**src/hw/rtl/racc_pkg.sv**
```systemverilog
package racc_pkg;

  localparam int COEF_FRAC_BITS = 12;
  localparam int PIX_W   = 8;
  localparam int COEF_W  = 16;
  localparam int ROW_W   = 4 * COEF_W;
  localparam int NUM_CH  = 3;
  localparam int NUM_TERM = 4;
  // signed 16 x signed 9 (zero-extended pixel)
  localparam int PROD_W  = COEF_W + PIX_W + 1;
  localparam int SUM_W   = PROD_W + 2;
  localparam int OFS_SHIFT = 8;
  localparam logic [PIX_W-1:0] PIX_MAX = 8'd255;

  localparam logic [ROW_W-1:0] RED_ROW_RST   = ROW_W'(1) << COEF_FRAC_BITS;
  localparam logic [ROW_W-1:0] GREEN_ROW_RST = (ROW_W'(1) << COEF_FRAC_BITS) << COEF_W;
  localparam logic [ROW_W-1:0] BLUE_ROW_RST  = (ROW_W'(1) << COEF_FRAC_BITS) << (2 * COEF_W);

  localparam logic [SUM_W-1:0] ROUND_HALF = SUM_W'(1) << (COEF_FRAC_BITS - 1);

  typedef enum logic [1:0] {
    REG_RED_ROW   = 2'd0,
    REG_GREEN_ROW = 2'd1,
    REG_BLUE_ROW  = 2'd2
  } cfg_idx_t;

  typedef logic [ROW_W-1:0] row_t;
  typedef logic signed [COEF_W-1:0] coef_t;
  typedef logic signed [PROD_W-1:0] prod_t;
  typedef logic signed [SUM_W-1:0] sum_t;

  typedef struct packed {
    logic [PIX_W-1:0] in_red;
    logic [PIX_W-1:0] in_green;
    logic [PIX_W-1:0] in_blue;
  } in_pix_t;

  typedef struct packed {
    logic [PIX_W-1:0] out_red;
    logic [PIX_W-1:0] out_green;
    logic [PIX_W-1:0] out_blue;
  } out_pix_t;

  // pipeline stage control shared by all stages
  typedef struct packed {
    logic adv;
    logic valid;
  } stg_ctl_t;

  function automatic coef_t coef_at(row_t row, logic [1:0] slot);
    coef_at = coef_t'(row[slot * COEF_W +: COEF_W]);
  endfunction

endpackage

```
**src/hw/rtl/racc_mult.sv**
```systemverilog
module racc_mult
  import racc_pkg::*;
(
  input  logic                                clk,
  input  logic                                rst,
  input  stg_ctl_t                            ctl,
  input  in_pix_t                             in_data,
  input  row_t [NUM_CH-1:0]                   rows,
  output logic                                valid,
  output prod_t [NUM_CH-1:0][NUM_TERM-1:0]    prod
);

  logic [NUM_CH-1:0][PIX_W-1:0]            pix;
  prod_t [NUM_CH-1:0][NUM_TERM-1:0]        prod_next;

  assign pix[0] = in_data.in_red;
  assign pix[1] = in_data.in_green;
  assign pix[2] = in_data.in_blue;

  always_comb begin
    for (int ch = 0; ch < NUM_CH; ch++) begin
      for (int k = 0; k < NUM_CH; k++) begin
        prod_next[ch][k] = prod_t'(coef_at(rows[ch], 2'(k))) *
                           prod_t'($signed({1'b0, pix[k]}));
      end
      // offset coefficient times 256
      prod_next[ch][NUM_TERM-1] = prod_t'($signed({coef_at(rows[ch], 2'(NUM_TERM - 1)),
                                                   {OFS_SHIFT{1'b0}}}));
    end
  end

  always_ff @(posedge clk) begin
    if (rst) begin
      valid <= 1'b0;
    end else if (ctl.adv) begin
      valid <= ctl.valid;
    end
  end

  always_ff @(posedge clk) begin
    if (ctl.adv) begin
      prod <= prod_next;
    end
  end

endmodule

```
**src/hw/rtl/racc_sum.sv**
```systemverilog
module racc_sum
  import racc_pkg::*;
(
  input  logic                                clk,
  input  logic                                rst,
  input  stg_ctl_t                            ctl,
  input  prod_t [NUM_CH-1:0][NUM_TERM-1:0]    prod,
  output logic                                valid,
  output sum_t [NUM_CH-1:0]                   sum
);

  sum_t [NUM_CH-1:0] sum_next;

  always_comb begin
    for (int ch = 0; ch < NUM_CH; ch++) begin
      sum_next[ch] = SUM_W'($signed(prod[ch][0])) + SUM_W'($signed(prod[ch][1]))
                   + SUM_W'($signed(prod[ch][2])) + SUM_W'($signed(prod[ch][3]));
    end
  end

  always_ff @(posedge clk) begin
    if (rst) begin
      valid <= 1'b0;
    end else if (ctl.adv) begin
      valid <= ctl.valid;
    end
  end

  always_ff @(posedge clk) begin
    if (ctl.adv) begin
      sum <= sum_next;
    end
  end

endmodule

```
**src/hw/rtl/racc_round.sv**
```systemverilog
module racc_round
  import racc_pkg::*;
(
  input  logic               clk,
  input  logic               rst,
  input  stg_ctl_t           ctl,
  input  sum_t [NUM_CH-1:0]  sum,
  output logic               valid,
  output out_pix_t           out_data
);

  logic [NUM_CH-1:0][PIX_W-1:0] pix_next;
  logic [NUM_CH-1:0][SUM_W-1:0] quo;

  always_comb begin
    for (int ch = 0; ch < NUM_CH; ch++) begin
      // only nonnegative sums use quo, so round half up is round half away
      quo[ch] = (sum[ch] + ROUND_HALF) >> COEF_FRAC_BITS;
      if (sum[ch][SUM_W-1]) begin
        pix_next[ch] = '0;
      end else if (quo[ch] > SUM_W'(PIX_MAX)) begin
        pix_next[ch] = PIX_MAX;
      end else begin
        pix_next[ch] = quo[ch][PIX_W-1:0];
      end
    end
  end

  always_ff @(posedge clk) begin
    if (rst) begin
      valid <= 1'b0;
    end else if (ctl.adv) begin
      valid <= ctl.valid;
    end
  end

  always_ff @(posedge clk) begin
    if (ctl.adv) begin
      out_data.out_red   <= pix_next[0];
      out_data.out_green <= pix_next[1];
      out_data.out_blue  <= pix_next[2];
    end
  end

endmodule

```
**src/hw/rtl/rgb_affine_color_correction_unit.sv**
```systemverilog
// Pipeline: three registered stages from input transfer to output valid (multiply, sum, round/clamp).
// Throughput: one pixel per cycle; the three stages advance together whenever the
// output register is empty or being taken.
// Reset (rst, synchronous, active high): clears all stage valid bits and loads the
// identity matrix with zero offsets into the three coefficient rows.
module rgb_affine_color_correction_unit
  import racc_pkg::*;
(
  input  logic                clk,
  input  logic                rst,
  input  logic                cfg_write,
  input  logic [1:0]          cfg_index,
  input  logic [ROW_W-1:0]    cfg_data,
  input  logic                in_valid,
  output logic                in_stall,
  input  in_pix_t             in_data,
  output logic                out_valid,
  input  logic                out_stall,
  output out_pix_t            out_data
);

  row_t [NUM_CH-1:0]                  rows;
  logic                               adv;
  logic                               s1_valid;
  logic                               s2_valid;
  prod_t [NUM_CH-1:0][NUM_TERM-1:0]   s1_prod;
  sum_t [NUM_CH-1:0]                  s2_sum;
  stg_ctl_t                           mult_ctl;
  stg_ctl_t                           sum_ctl;
  stg_ctl_t                           round_ctl;

  always_ff @(posedge clk) begin
    if (rst) begin
      rows[0] <= RED_ROW_RST;
      rows[1] <= GREEN_ROW_RST;
      rows[2] <= BLUE_ROW_RST;
    end else if (cfg_write) begin
      unique case (cfg_idx_t'(cfg_index))
        REG_RED_ROW:   rows[0] <= cfg_data;
        REG_GREEN_ROW: rows[1] <= cfg_data;
        REG_BLUE_ROW:  rows[2] <= cfg_data;
        default: ;
      endcase
    end
  end

  // hold the whole pipe only while a finished pixel waits on a stalled output
  assign adv      = !(out_valid && out_stall);
  assign in_stall = !adv;

  assign mult_ctl  = {adv, in_valid};
  assign sum_ctl   = {adv, s1_valid};
  assign round_ctl = {adv, s2_valid};

  racc_mult u_mult (
    .clk     (clk),
    .rst     (rst),
    .ctl     (mult_ctl),
    .in_data (in_data),
    .rows    (rows),
    .valid   (s1_valid),
    .prod    (s1_prod)
  );

  racc_sum u_sum (
    .clk   (clk),
    .rst   (rst),
    .ctl   (sum_ctl),
    .prod  (s1_prod),
    .valid (s2_valid),
    .sum   (s2_sum)
  );

  racc_round u_round (
    .clk      (clk),
    .rst      (rst),
    .ctl      (round_ctl),
    .sum      (s2_sum),
    .valid    (out_valid),
    .out_data (out_data)
  );

  a_three_cycle_latency: assert property (@(posedge clk) disable iff (rst)
    (in_valid && !in_stall ##1 !in_stall ##1 !in_stall) |=> out_valid)
    else $error("transferred pixel did not reach the output after three cycles");

  a_stage2_hold: assert property (@(posedge clk) disable iff (rst)
    (s2_valid && in_stall) |=> s2_valid)
    else $error("sum stage dropped an item during a stall");

  a_negative_clamps: assert property (@(posedge clk) disable iff (rst)
    (adv && s2_valid && s2_sum[0][SUM_W-1]) |=> (out_data.out_red == '0))
    else $error("negative red sum not clamped to zero");

endmodule

```
**config.mk**
```make
export PLATFORM = sky130hd
export DESIGN_NAME = rgb_affine_color_correction_unit
export DESIGN_NICKNAME = d
export VERILOG_FILES = /design/src/hw/rtl/racc_pkg.sv /design/src/hw/rtl/racc_mult.sv /design/src/hw/rtl/racc_sum.sv /design/src/hw/rtl/racc_round.sv /design/src/hw/rtl/rgb_affine_color_correction_unit.sv
export SDC_FILE = /design/constraint.sdc
export NUM_CORES = 2
export LEC_CHECK = 0
export ABC_AREA = 1
export BUFFER_PORTS_ARGS = -buffer_cell sky130_fd_sc_hd__buf_2
export CAP_MARGIN = 30
export CORE_ASPECT_RATIO = 1.2
export CORE_MARGIN = 2
export CORE_UTILIZATION = 55
export DETAILED_ROUTE_END_ITERATION = 7
export PLACE_DENSITY = 0.72
export SLEW_MARGIN = 25
export SYNTH_ARGS = -nofsm -noshare
export SYNTH_HDL_FRONTEND = slang
export SYNTH_HIERARCHICAL = 1
export SYNTH_SLANG_ARGS = --single-unit
```
**constraint.sdc**
```tcl
create_clock -name clk -period 12 [get_ports clk]
set_clock_uncertainty 0.05 [all_clocks]
set_input_delay 1.2 -clock clk [delete_from_list [all_inputs] [get_ports clk]]
set_output_delay 1.2 -clock clk [all_outputs]
set_load 0.01 [all_outputs]
```
# Word-level counts from Yosys, hierarchy flattened
# Index checks and enable logic that the tools add are counted.
[op_classes]
n_addsub = 12
n_mul = 9
magnitude_cmp = 3
n_eq_ne = 2
muxes = 3
n_reduce_logical = 5
[ops]
columns = ["operator", "n"]
rows = [
  ["$mul A16 B9 Y25", 9],
  ["$add A26 B25 Y27", 3],
  ["$add A27 B12 Y27 const B", 3],
  ["$add A27 B24 Y27", 3],
  ["$add A25 B25 Y26", 3],
  ["$gt A15 B8 Y1 const B", 3],
  ["$mux W8", 3],
  ["$reduce_and A2 Y1", 3],
  ["$eq A2 B1 Y1 const B", 1],
  ["$eq A2 B2 Y1 const B", 1],
  ["$logic_not A2 Y1", 1],
  ["$logic_and A1 B1 Y1", 1],
]
[totals]
register_bits = 573
input_bits = 95
out_inout_bits = 26
word_cells = 58

# Logic depth before layout (Yosys ltp)
[depth]
word_depth = 3
depth_mapped = 23
mapped_depth_nobuf = 21

# Hierarchy
# Netlist, hierarchy kept.
[by_module_without_submodules]
columns = ["module", "n_inst", "cells_per_inst", "area_per_inst_um2", "seq_area_each_um2"]
rows = [
  ["racc_mult", 1, 7339, 55259.2, 8217.9],
  ["racc_sum", 1, 1741, 12543.3, 2452.4],
  ["rgb_affine_color_correction_unit", 1, 1233, 8046.5, 3843.7],
  ["racc_round", 1, 252, 1966.9, 740.7],
]

# Worst setup path after synthesis
# Ideal clock, no wire load.
[synth_path]
kind = "input-to-output"
from = "input out_stall"
to = "output in_stall"
arrival_time_ns = 10.127
required_time_ns = 10.750
path_slack_ns = 0.623
stages = 2
n_path_buf = 0
cell_sequence = "nand2_1 -> inv_1"
[synth_via]
elab_chain_len = 1
[synth_lines]
columns = ["element", "line", "rtl"]
rows = [
  ["start, declared", "rgb_affine_color_correction_unit.sv:18", "input logic out_stall,"],
  ["$logic_and A1 B1 Y1", "rgb_affine_color_correction_unit.sv:48", "assign adv = !(out_valid && out_stall);"],
  ["end, declared", "rgb_affine_color_correction_unit.sv:15", "output logic in_stall,"],
]
# Every way passes these cells.

==> key figures <==
Die
  – Core area: 139,000 sq um
  – Die Ht: between 400 and 500 um
  – Row count: 150
  – Starting Density: 55.2%
  – Die X: 345 um
  – Die Area: roughly 140,000 sq um
  – # IOs: 121

Power
  – Sequential Power Share: 22.5%
  – Sw Pwr: 6.88 mW
  – Net Sw Frac: 49.9%
  – Peak VDD IR: 0.000156 V
  – Pleak: 49.7 nW
  – Pwr Density: 170 nW/um^2
  – Clk pwr share: around 16%
  – Combinational power share: 61.3%
  – Internal: 6.89 mW

Worst setup path
  – Slowest cell delay on critical path: 790 ps
  – Reg-to-Reg End: u_mult/prod[74]
  – CP cell instances: buf_2, buf_4, nand2_1, fa_1, inv_1, fa_1, fa_1, inv_1, fa_1, inv_1, ha_1, nand2_1, inv_1, nand2_1, nor2_1, nand3_1, nand4_1, nand2_1
  – Critical Path End Type: flip-flop
  – Worst reg2reg startpoint: rows[47]
  – Critical path's slowest cell: fa_1
  – Reg2Reg Setup Slack: 7150 ps
  – Setup CP Type: input pin to flip-flop
  – Critical Path Start Type: input pin
  – Reg2Reg Depth: 15
  – CP max FO: 48
  – Critical path required time: between 10,000 and 15,000 ps
  – Crit path arrival time: 5890 ps

Global routing
  – GRT Total Usage: 28.8%
  – Overflow after GRT: 0
  – Vias in the first global route: roughly 63,000
  – Initial antenna violation count: 7
  – First-pass GRT wire length: between 300 and 400 mm
  – Largest net degree at the start of global routing: between 70 and 80

Clock network
  – Clock sink count: 540
  – CTS tree: yes
  – H-tree Lvls: 3
  – Clock Pin Slew Worst Setup and Hold Paths: approximately 60 ps
  – Hold Buf Count CTS: 0
  – Clk Latency, worst-skew pair: between 600 and 700 ps
  – Root Buffer: clkbuf_16
  – Setup repair bufs after CTS: 0
  – Clock buffer count from CTS: a little under 70
  – CTS Buffer Depth: 3
  – Post-CTS Resized: 0

Detailed routing
  – Detailed Route WL: 199 mm
  – DR WL/cell: 16.3 um
  – Vias post-DR: 61,095
  – First-pass detailed-route iteration total: 6
  – Vias/cell: around 5
  – DRT iter0 DRCs: about 4,000
  – Post-route ant nets: 0
  – DRC violations left: 0

Final layout
  – P&R area growth vs syn: 5.67%
  – Fin cells: between 10,000 and 15,000
  – Layout net count: 12,085
  – Share of layout cells above drive strength 1: 4.00%

STA
  – Final slew viol count: 0
  – Final period util: 45.8%
  – Final setup fails: 0
  – RSZ-0062 raised after global routing: no
  – FMAX: 182 MHz
  – Slew margin rel.: 37.8%
  – Final Hold Fails: 0
  – Setup TNS: 0 ps
  – Worst-Margin Slew: 933 ps
  – Final critical-path required period: 5500 ps

Min path
  – Hold Path End: u_mult/prod[284]
  – Hold path depth: 0
  – Hold path startpoint: rows[177]
  – Worst Hold Class: flip-flop to flip-flop

Place
  – GP Congestion: 0.967
  – Dpl hpwl: approximately 160 mm
  – IO buf count: 120
  – Cells after DPL: 12,139

Run
  – Max-cap violation count: 0

Status
  – Status: finished clean

Synth
  – Post-Synthesis Cells: 10,505
  – Yosys synthesis warning count: 6
  – Post-Syn Area: 76,600 sq um
  – Syn_area_per_cell: ~7.3 sq um
[critical path, delay by kind of cell]
kind,cells,cell delay [ps]
adders and majority gates,5,2650
and+or+nand+nor,7,1160
buffers and inverters,6,850
[power by group through the flow]
stage	logic [mW]	registers [mW]	clock network, mW
final	8.44	3.11	2.23
after global routing	9.60	3.14	2.33
after CTS	8.44	3.10	2.27
after detailed placement	8.39	3.14	0
after global placement	8.23	3.13	0
after floorplan	6.24	2.90	0
[layer usage]
metal  vias up  share of wire (%)  global-route usage, %
met5         -             0.0060                      0
met4         2                4.6                   12.8
met3       397                5.7                   3.61
met2      1708                 50                   50.3
met1     29350                 40                   35.6
li1      29638                  -                      -
[registers in the layout, summed over array words and instances, names as in the netlist]
signal            cells
u_mult/prod         273
rows                192
u_sum/sum            48
u_round/out_data     24
u_mult/valid          1
u_round/valid         1
u_sum/valid           1
[stage by stage]
step                      worst slack [ps]  hold WS (ps)  power (mW)  cell area (sq um)  utilization [%]
after global placement                5800           361        11.4              78100             56.3
after CTS                             6480           381        13.8              80900             58.3
after floorplan                       1380           358        9.13              76700                -
after global routing                  6340           386        15.1              80900             58.4
after detailed placement              5730           367        11.5              78500             56.6
final                                 6500           381        13.8              80900             58.4
[cell usage in the layout, fill, tap and decap left out, types with 35 or more instances in the layout]
master / n
a21oi_1: 233
nand3_1: 354
xnor2_1: 35
nor2_1: 638
buf_2: 117
xor2_1: 111
ha_1: 531
nand2_1: 3041
edfxtp_1: 345
fa_1: 1071
clkbuf_16: 72
nand4_1: 90
inv_1: 3222
dfxtp_1: 195
nand2_2: 37
[worst max-delay path by stage]
| stage | end | startpoint | slack [ps] |
|---|---|---|---|
| 6_report | u_mult/prod[172] | in_data[0] | 6500 |
| 5_1_grt | u_mult/prod[172] | in_data[0] | 6340 |
| 4_1_cts | u_mult/prod[74] | in_data[1] | 6480 |
| 3_5_place_dp | u_mult/prod[74] | in_data[1] | 5730 |
| 3_3_place_gp | u_mult/prod[74] | in_data[3] | 5800 |
| 2_1_floorplan | in_stall | out_stall | 1380 |
[area by class of cell]
| cell class | count | area [sq um] |
|---|---|---|
| Tap cell | 1824 | 2280 |
| Clock inverter | 40 | 513 |
| Antenna cell | 2 | 5.00 |
| Timing Repair Buffer | 159 | 1150 |
| Fill cell | 12796 | 57700 |
| Sequential cell | 540 | 14300 |
| Multi-Input combinational cell | 6379 | 48700 |
| Inverter | 3239 | 12200 |
| Clock buffer | 88 | 1900 |
No activity file was read; power rests on OpenSTA's default activity.
